$ cat config.mk
export PLATFORM = sky130hd
export DESIGN_NAME = fullwidth_to_halfwidth_converter
export DESIGN_NICKNAME = d
export VERILOG_FILES = /design/src/hw/rtl/fw2hw_pkg.sv /design/src/hw/rtl/fw2hw_decode.sv /design/src/hw/rtl/fw2hw_outq.sv /design/src/hw/rtl/fullwidth_to_halfwidth_converter.sv
export SDC_FILE = /design/constraint.sdc
export NUM_CORES = 1
export LEC_CHECK = 0
export BUFFER_PORTS_ARGS = -buffer_cell sky130_fd_sc_hd__buf_2
export CORE_MARGIN = 2
export CORE_UTILIZATION = 45
export DETAILED_ROUTE_END_ITERATION = 16
export MAX_ROUTING_LAYER = met4
export SLEW_MARGIN = 15
export SYNTH_ARGS = -nofsm -noshare
export SYNTH_HDL_FRONTEND = slang
export SYNTH_SLANG_ARGS = --single-unit
$ cat constraint.sdc
create_clock -name clock -period 15.85 [get_ports clock]
set_input_delay 4.755 -clock clock [delete_from_list [all_inputs] [get_ports clock]]
set_output_delay 4.755 -clock clock [all_outputs]
set_load 0.05 [all_outputs]
$ cat src/hw/rtl/fw2hw_pkg.sv
// ----------------------------------------------------------------------------
// fw2hw_pkg
// Shared types and constants of the fullwidth to halfwidth converter.
// ----------------------------------------------------------------------------
package fw2hw_pkg;

   localparam logic [3:0]  LEAD_NIBBLE = 4'hE;
   localparam logic [15:0] FW_LOW      = 16'hFF01;
   localparam logic [15:0] FW_HIGH     = 16'hFF5E;
   localparam logic [15:0] FW_OFFSET   = 16'hFEE0;

   // most bytes one transaction can release
   localparam int MAX_BYTES   = 3;
   localparam int QUEUE_DEPTH = 6;

   typedef enum logic [2:0] {
      PEND_NONE = 3'b001,
      PEND_LEAD = 3'b010,
      PEND_TWO  = 3'b100
   } pend_type;

   typedef struct packed {
      logic [7:0] data;
      logic       last;
   } item_type;

   // bytes released by one input byte, item[0] goes out first
   typedef struct packed {
      logic [1:0]                   cnt;
      item_type [MAX_BYTES-1:0]     item;
   } grp_type;

endpackage

$ cat src/hw/rtl/fw2hw_decode.sv
// ----------------------------------------------------------------------------
// fw2hw_decode
// Input register, group buffering and fullwidth decode of one byte per cycle while the result queue has room.
// ----------------------------------------------------------------------------
module fw2hw_decode
   import fw2hw_pkg::*;
(
   input  logic       clock,
   input  logic       reset,
   input  logic       req_tvalid,
   output logic       req_tready,
   input  logic [7:0] req_tdata,
   input  logic       req_tlast,
   input  logic       room,
   output logic       fire,
   output grp_type    grp
);

   logic       in_valid_ff, in_valid_in;
   logic [7:0] in_byte_ff;
   logic       in_last_ff;
   pend_type   pend_ff, pend_in;
   logic [7:0] lead_ff, lead_in;
   logic [7:0] second_ff, second_in;
   logic [15:0] cp;
   logic [15:0] half;
   logic        in_range;

   assign fire        = in_valid_ff && room;
   assign req_tready  = !in_valid_ff || fire;
   assign in_valid_in = req_tready ? req_tvalid : in_valid_ff;

   assign cp       = {lead_ff[3:0], second_ff[5:0], in_byte_ff[5:0]};
   assign in_range = (cp >= FW_LOW) && (cp <= FW_HIGH);
   assign half     = cp - FW_OFFSET;

   always_comb begin
      pend_in   = pend_ff;
      lead_in   = lead_ff;
      second_in = second_ff;
      grp       = '0;
      if (fire) begin
         unique case (pend_ff)
            PEND_LEAD: begin
               if (in_last_ff) begin
                  // text ends right after a lead: both go out as they are
                  grp.cnt          = 2'd2;
                  grp.item[0].data = lead_ff;
                  grp.item[1].data = in_byte_ff;
                  grp.item[1].last = 1'b1;
                  pend_in          = PEND_NONE;
               end else begin
                  second_in = in_byte_ff;
                  pend_in   = PEND_TWO;
               end
            end
            PEND_TWO: begin
               pend_in = PEND_NONE;
               if (in_range) begin
                  grp.cnt          = 2'd1;
                  grp.item[0].data = half[7:0];
                  grp.item[0].last = in_last_ff;
               end else begin
                  grp.cnt          = 2'd3;
                  grp.item[0].data = lead_ff;
                  grp.item[1].data = second_ff;
                  grp.item[2].data = in_byte_ff;
                  grp.item[2].last = in_last_ff;
               end
            end
            default: begin
               if (in_byte_ff[7:4] == LEAD_NIBBLE && !in_last_ff) begin
                  lead_in = in_byte_ff;
                  pend_in = PEND_LEAD;
               end else begin
                  grp.cnt          = 2'd1;
                  grp.item[0].data = in_byte_ff;
                  grp.item[0].last = in_last_ff;
                  pend_in          = PEND_NONE;
               end
            end
         endcase
      end
   end

   always_ff @(posedge clock) begin
      if (reset) begin
         in_valid_ff <= 1'b0;
         pend_ff     <= PEND_NONE;
      end else begin
         in_valid_ff <= in_valid_in;
         pend_ff     <= pend_in;
      end
   end

   always_ff @(posedge clock) begin
      if (req_tready) begin
         in_byte_ff <= req_tdata;
         in_last_ff <= req_tlast;
      end
      lead_ff   <= lead_in;
      second_ff <= second_in;
   end

`ifndef SYNTHESIS
   // a transaction that releases nothing must leave a group open
   assert property (@(posedge clock) disable iff (reset)
      fire && grp.cnt == 2'd0 |=> pend_ff != PEND_NONE)
      else $error("byte swallowed without opening a group");

   // a group can only reach two held bytes from a held lead
   assert property (@(posedge clock) disable iff (reset)
      pend_ff == PEND_TWO && $past(pend_ff) != PEND_TWO |-> $past(pend_ff) == PEND_LEAD)
      else $error("second byte held without a lead");
`endif

endmodule

$ cat src/hw/rtl/fw2hw_outq.sv
// ----------------------------------------------------------------------------
// fw2hw_outq
// Shifting result queue: takes up to three bytes per cycle, sends one while rsp_tready is high.
// ----------------------------------------------------------------------------
module fw2hw_outq
   import fw2hw_pkg::*;
#(
   parameter int Depth = QUEUE_DEPTH
) (
   input  logic       clock,
   input  logic       reset,
   input  logic       push,
   input  grp_type    grp,
   output logic       room,
   output logic       rsp_tvalid,
   input  logic       rsp_tready,
   output logic [7:0] rsp_tdata,
   output logic       rsp_tlast
);

   localparam int CW = $clog2(Depth + 1);

   item_type [Depth-1:0] q_ff, q_in;
   logic [CW-1:0]        cnt_ff, cnt_in;
   logic [CW-1:0]        base;
   logic [CW-1:0]        push_n;
   logic [CW-1:0]        off;
   logic                 pop;

   assign pop        = rsp_tvalid && rsp_tready;
   assign rsp_tvalid = cnt_ff != '0;
   assign rsp_tdata  = q_ff[0].data;
   assign rsp_tlast  = q_ff[0].last;
   // room for a full three byte group regardless of the output side
   assign room       = cnt_ff <= CW'(Depth - MAX_BYTES);
   assign push_n     = push ? CW'(grp.cnt) : '0;
   assign base       = cnt_ff - CW'(pop);
   assign cnt_in     = base + push_n;

   always_comb begin
      q_in = q_ff;
      off  = '0;
      if (pop) begin
         for (int i = 0; i < Depth - 1; i++) begin
            q_in[i] = q_ff[i + 1];
         end
      end
      for (int i = 0; i < Depth; i++) begin
         off = CW'(i) - base;
         if (CW'(i) >= base && off < push_n) begin
            q_in[i] = grp.item[off[1:0]];
         end
      end
   end

   always_ff @(posedge clock) begin
      if (reset) begin
         cnt_ff <= '0;
      end else begin
         cnt_ff <= cnt_in;
      end
   end

   always_ff @(posedge clock) begin
      q_ff <= q_in;
   end

`ifndef SYNTHESIS
   assert property (@(posedge clock) disable iff (reset)
      cnt_ff <= CW'(Depth))
      else $error("result queue overflow");

   assert property (@(posedge clock) disable iff (reset)
      push && grp.cnt != 2'd0 |-> cnt_ff <= CW'(Depth - MAX_BYTES))
      else $error("bytes pushed without room");
`endif

endmodule

$ cat src/hw/rtl/fullwidth_to_halfwidth_converter.sv
// ----------------------------------------------------------------------------
// fullwidth_to_halfwidth_converter
// Maps UTF-8 fullwidth forms U+FF01..U+FF5E to ASCII, passes all else through.
// ----------------------------------------------------------------------------
// Path: an accepted byte is held in the input register, and the group it
//   completes is then written into the result queue, whose head drives rsp.
// Throughput: one byte per cycle in and out; input stalls while the result
//   queue holds more than Depth - 3 bytes, output while rsp_tready is low.
// Reset: synchronous, clears the input valid bit, group state and queue count.
module fullwidth_to_halfwidth_converter
   import fw2hw_pkg::*;
#(
   parameter int QueueDepth = QUEUE_DEPTH
) (
   input  logic       clock,
   input  logic       reset,
   input  logic       req_tvalid,
   output logic       req_tready,
   input  logic [7:0] req_tdata,   // [7:0] in_byte
   input  logic       req_tlast,
   output logic       rsp_tvalid,
   input  logic       rsp_tready,
   output logic [7:0] rsp_tdata,   // [7:0] out_byte
   output logic       rsp_tlast
);

   logic    room;
   logic    fire;
   grp_type grp;

   fw2hw_decode u_decode (
      .clock      (clock),
      .reset      (reset),
      .req_tvalid (req_tvalid),
      .req_tready (req_tready),
      .req_tdata  (req_tdata),
      .req_tlast  (req_tlast),
      .room       (room),
      .fire       (fire),
      .grp        (grp)
   );

   fw2hw_outq #(
      .Depth (QueueDepth)
   ) u_outq (
      .clock      (clock),
      .reset      (reset),
      .push       (fire),
      .grp        (grp),
      .room       (room),
      .rsp_tvalid (rsp_tvalid),
      .rsp_tready (rsp_tready),
      .rsp_tdata  (rsp_tdata),
      .rsp_tlast  (rsp_tlast)
   );

endmodule

* Yosys cells after proc, flatten, opt, wreduce, memory -nomap -nowiden
Index checks and enable logic that the tools add are counted.
** Operators by class
- Div/mod/pow operators :: 0
- Bitwise operators :: 2
- Order comparisons :: 21
- Reduce and logical (&&, ||, !) cells :: 22
- Eq/ne operators :: 3
- Mux-type cells :: 37
- Shift operators :: 0
- Add/sub/neg operators :: 9
- $mul :: 0
** Operator list (count)
- 9-bit two-way mux :: 13
- 9-bit binary-select mux with 2-bit select :: 6
- 45-bit two-way mux :: 1
- 17-bit two-way mux :: 2
- 8-bit one-hot mux with 2 select lines :: 2
- 29-bit two-way mux :: 1
- 2-bit by 3-bit < comparator with 1-bit output, second input constant :: 6
- 3-bit < comparator :: 6
- 16-bit >= comparator, second input constant :: 1
- 16-bit <= comparator, second input constant :: 1
- 1-bit logical AND :: 10
- 2-bit nonzero test :: 5
- 2-bit two-way mux :: 4
- 8-bit two-way mux :: 1
- 8-bit subtractor, second input constant :: 1
- 1-bit by 3-bit >= comparator with 1-bit output, first input constant :: 2
- 2-bit by 3-bit >= comparator with 1-bit output, first input constant :: 2
- 3-bit >= comparator, first input constant :: 2
- 3-bit one-hot mux with 2 select lines :: 1
- 3-bit AND reduction :: 2
- 1-bit by 3-bit subtractor with 3-bit output, first input constant :: 2
- 2-bit by 3-bit subtractor with 3-bit output, first input constant :: 2
- 3-bit subtractor, first input constant :: 2
- 4-bit equality test, second input constant :: 1
- other kinds (14) :: 18
** Word-level totals
- Memories kept :: 0
- Bits in latches :: 0
- Bits of input ports :: 13
- Output and inout bits :: 11
- Logic and storage cells :: 113
- Memory bits (writable) :: 0
- ROM bits :: 0
- Register bits after elaboration :: 86

* Logic depth before layout (Yosys ltp)
- Depth in word-level cells :: 9
- Mapped depth :: 16
- Gate-level depth less buffers :: 14

* By module
Synthesis repeated with hierarchy kept, for this count alone.
** Unflattened totals
- Cells, all modules :: 425
- Area total of the unflattened synthesis :: 4810.9 µm²
** Modules (own cells, without submodules)
- fw2hw_outq :: cells an instance 311, times used 1, area an instance 3413.3 µm²
- fw2hw_decode :: cells an instance 114, times used 1, area an instance 1397.6 µm²

* Worst setup path after synthesis
Ideal clock, no wire load.
- Path type :: input to register
- Start point :: in rsp_tready
- End point :: reg u_outq.q_ff (netlist bit u_outq.rsp_tdata[0]) (data pin)
- Data required time :: 15577 ps
- Setup slack :: 7567 ps
- Cell stages on the path :: 14
- Arrival time :: 8010 ps
- Setup time :: 273 ps
- Path through :: nand2_1 inv_1 ha_1 ha_1 inv_1 ha_1 clkbuf_1 clkinv_1 ha_1 a21o_1 or3b_2 clkbuf_1 a221oi_1 a22oi_1
** RTL lines
- start, declared :: line fullwidth_to_halfwidth_converter.sv:22 : input logic rsp_tready,
- end signal, assigned :: line fw2hw_outq.sv:65 : q_ff <= q_in;
- end, declared :: line fw2hw_outq.sv:23 : item_type [Depth-1:0] q_ff, q_in;

==> impl_metrics.yaml <==
outcome:
  run_status: "finished clean"
yosys:
  synth_ff_type: "sky130_fd_sc_hd__edfxtp_1"
  synth.largest_area_cell: "sky130_fd_sc_hd__edfxtp_1"
  synthArstFlopShare_pct: 0
  synthMostInstantiatedCell: "sky130_fd_sc_hd__edfxtp_1"
  postSynthNetCount: 520
  syn-mean-instance-area_um2: 10.50
  synth_edf_count: 79
  synthTopCellsByArea: "sky130_fd_sc_hd__edfxtp_1 (46%), sky130_fd_sc_hd__ha_1 (5.1%), sky130_fd_sc_hd__a211oi_1 (4.4%), sky130_fd_sc_hd__o22ai_1 (3.7%), sky130_fd_sc_hd__nand2_1 (3.4%)"
  synth.lib_cells_used.distinct: 63
  syn-instance-count: 486
  seq_area_frac_synth_pct: 49.24
  area_share_of_the_largest_cell_type_after_synthesis_pct: 46.49
  synth_warnings: 0
  netlist_area_mm2: 0.005102
  synth.top_cells.by_count: "sky130_fd_sc_hd__edfxtp_1 (79), sky130_fd_sc_hd__nand2_1 (46), sky130_fd_sc_hd__nor2_1 (36), sky130_fd_sc_hd__a211oi_1 (30), sky130_fd_sc_hd__o22ai_1 (30)"
  ys_ff_latch: 86
min_path:
  timing.hold.worst_endpoint: "u_outq.q_ff[18]"
  worstHoldPathCells: 2
  holdCritPathClass: "reg -> reg"
  hold_start: "u_outq.q_ff[27]"
global_routing:
  gr-usage-met1_pct: 31.50
  global_route.overflow_total: 0
  grt_util_all_layers_pct: 24.27
  grt_util_met3_pct: 3.677
  grt_first_pass_wirelength_um: 22480
  first_global_vias: 3911
  grt_max_degree: 32
  most_crowded_layer_gr: "met2"
  gr-usage-met2_pct: 37.30
  number_of_antenna_violations_at_the_first_check_in_global_routing: 0
job:
  timing.max_cap.violations: 0
cells_and_area:
  antennaDiodeCount: 0
  syn_to_final_growth_pct: 8.190
  post_route_cells_drive_above_1_share_pct: 13.18
  finalNetCount: 522
  fillers: 995
routing:
  wl_per_cell_um: 22.66
  drtAntennaViolNets: 0
  firstDrtPassIters: 6
  vias: 4219
  totalWireLength_um: 14350
  drt-vias-per-instance: 6.665
  dr.first_iter.drc_count: 382
  detail_route.drc_violations: 0
clock_network:
  clock_insertion_delay_worst_skew_ps: 350
  clkSlewWorstSetupHoldPaths_ps: 70
  cts.root.buffer_cell: "sky130_fd_sc_hd__clkbuf_16"
  cts_setup_buffers: 0
  postCtsHoldBufs: 0
  cts_tree: "built"
  cts-root-to-sink-buffers: 2
  clock-sinks: 86
  post_cts.resized_instances: 0
  cts-buffers-inserted: 9
  cts.htree.levels: 3
place:
  number_of_buffer_cells_added_on_primary_ports: 23
  placement.setup.worst_slack_ps: 6111
  placer_congestion_estimate: 0.9114
  detailedPlacementHpwl_um: 10230
worst_setup_path:
  critical_path_required_ps: 16040
  crit_path_end_kind: "flop"
  cp_data_arrival_time_ps: 9670
  r2r_end: "u_outq.rsp_tdata[3]"
  timing.rr.start: "u_outq.cnt_ff[2]"
  slack_of_the_worst_reg_to_reg_path_ps: 10090
  critical_path_maximum_fanout: 18
  critPathLaunchType: "primary input"
  worst_r2r_path_depth: 14
  setup.worst_path.class: "in -> reg"
die:
  row_count: 38
  io_pins: 24
  initial_utilization_pct: 46.66
  design.core.area_mm2: 0.01094
  die_x_um: 110.5
  dieArea_mm2: 0.01221
  die_span_in_y_um: 110.5
sta:
  postLayoutSetupSlackWorst_ps: 6376
  maxClockFrequency_mhz: 105.5
  skew_ps: 9.192
  grt_setup_unrepaired: "no"
  setup-violations-final: 0
  slew_violations: 0
  max_slew_margin_pct: 38.58
  timing.setup.tns_ps: 0
  tightestPinTransition_ps: 919.3
  timing.final.hold_violations: 0
  min_period_ps: 9474
  final.period_utilization_pct: 59.78
## area by class of cell
type / instances / area (µm²) / area share (%)
Timing Repair Buffer: 31 / 175.2 / 3.173
Clock inverter: 5 / 60.06 / 1.088
Multi-Input combinational cell: 348 / 2320 / 42.02
Sequential cell: 86 / 2512 / 45.51
Clock buffer: 11 / 232.7 / 4.216
Tap cell: 140 / 175.2 / 3.173
Inverter: 12 / 45.04 / 0.8160
## cells by family (layout without fill, tap and decap cells)
family	Yosys count	count (layout)	share of synthesized area [%]
AO/OA/AOI/OAI	166	166	23.39
AND/OR/NAND/NOR	155	155	15.57
flip-flops	86	86	49.24
buffers and inverters	52	59	5.419
adder cells (fa/ha/maj)	21	21	5.150
XOR/XNOR	5	5	1.006
multiplexers	1	1	0.2207
## metal layers
layer,part of all wire (%),wire length [µm]
met1,44,6268
met2,46,6612
met3,7.2,1038
met4,3.0,426
met5,0,0
## through the flow
| stage | util, % | cell area (µm²) | hold slack (ps) | instances |
|---|---|---|---|---|
| 3_5_place_dp | 47.80 | 5228 | 514.8 | 617 |
| 5_1_grt | 50.48 | 5520 | 564.4 | 633 |
| 4_1_cts | 50.48 | 5520 | 521.8 | 633 |
| 2_1_floorplan | - | 5102 | 446.3 | 486 |
| 6_report | 50.48 | 5520 | 520.6 | 633 |
| 3_3_place_gp | 47.80 | 5228 | 511.0 | 617 |
## state kept, by name (all words and copies together), names as in the netlist
signal,cells
u_outq.q_ff,45
u_decode.in_byte_ff,8
u_decode.lead_ff,8
u_decode.second_ff,8
u_outq.rsp_tdata,8
u_decode.pend_ff,3
u_outq.cnt_ff,3
u_decode.in_last_ff,1
u_decode.in_valid_ff,1
u_outq.rsp_tlast,1
## worst max-delay path, cell delays in order
cell and delay, ps:
sky130_fd_sc_hd__buf_2 90, sky130_fd_sc_hd__nand2_1 150, sky130_fd_sc_hd__inv_1 80, sky130_fd_sc_hd__ha_1 200
sky130_fd_sc_hd__ha_1 610, sky130_fd_sc_hd__inv_1 350, sky130_fd_sc_hd__ha_1 770, sky130_fd_sc_hd__clkinv_1 460
sky130_fd_sc_hd__ha_1 390, sky130_fd_sc_hd__a21o_1 210, sky130_fd_sc_hd__or3b_2 610, sky130_fd_sc_hd__nor2_1 630
sky130_fd_sc_hd__a221oi_1 120, sky130_fd_sc_hd__a22oi_1 210
## cell usage in the layout (no fill, tap or decap), types with 4 or more instances in the layout
| cell type | Yosys | routed |
|---|---|---|
| sky130_fd_sc_hd__buf_2 | 8 | 23 |
| sky130_fd_sc_hd__nand2b_1 | 4 | 4 |
| sky130_fd_sc_hd__o31ai_1 | 4 | 4 |
| sky130_fd_sc_hd__a32o_1 | 8 | 8 |
| sky130_fd_sc_hd__nor4_1 | 8 | 8 |
| sky130_fd_sc_hd__a221oi_1 | 6 | 6 |
| sky130_fd_sc_hd__a211oi_1 | 30 | 30 |
| sky130_fd_sc_hd__o211ai_1 | 4 | 4 |
| sky130_fd_sc_hd__nor2_1 | 36 | 36 |
| sky130_fd_sc_hd__inv_1 | 10 | 10 |
| sky130_fd_sc_hd__o22ai_1 | 30 | 30 |
| sky130_fd_sc_hd__a32oi_1 | 15 | 15 |
| sky130_fd_sc_hd__clkbuf_16 | 0 | 9 |
| sky130_fd_sc_hd__buf_4 | 15 | 8 |
| sky130_fd_sc_hd__nor2b_1 | 8 | 8 |
| sky130_fd_sc_hd__nand4_1 | 5 | 5 |
| sky130_fd_sc_hd__nand3_1 | 12 | 12 |
| sky130_fd_sc_hd__dfxtp_1 | 7 | 7 |
| sky130_fd_sc_hd__o21ai_0 | 18 | 18 |
| sky130_fd_sc_hd__edfxtp_1 | 79 | 79 |
| sky130_fd_sc_hd__a22oi_2 | 4 | 4 |
| sky130_fd_sc_hd__a21oi_1 | 28 | 28 |
| sky130_fd_sc_hd__nor3_1 | 11 | 11 |
| sky130_fd_sc_hd__nand2_1 | 46 | 46 |
| sky130_fd_sc_hd__ha_1 | 21 | 21 |
## how the worst max path moves through the flow
stage	start	cells after the start	endpoint
global placement	rsp_tready	13	u_outq.rsp_tdata[1]
global route	rsp_tready	14	u_outq.rsp_tdata[3]
CTS	rsp_tready	14	u_outq.rsp_tdata[3]
detailed placement	rsp_tready	13	u_outq.rsp_tdata[1]
finish	rsp_tready	14	u_outq.rsp_tdata[3]
floorplan	rsp_tready	14	u_outq.rsp_tdata[0]
Power is left out: the tool's default activity adds up to more than one toggle a clock period on the data nets, which glitch-free logic cannot reach.
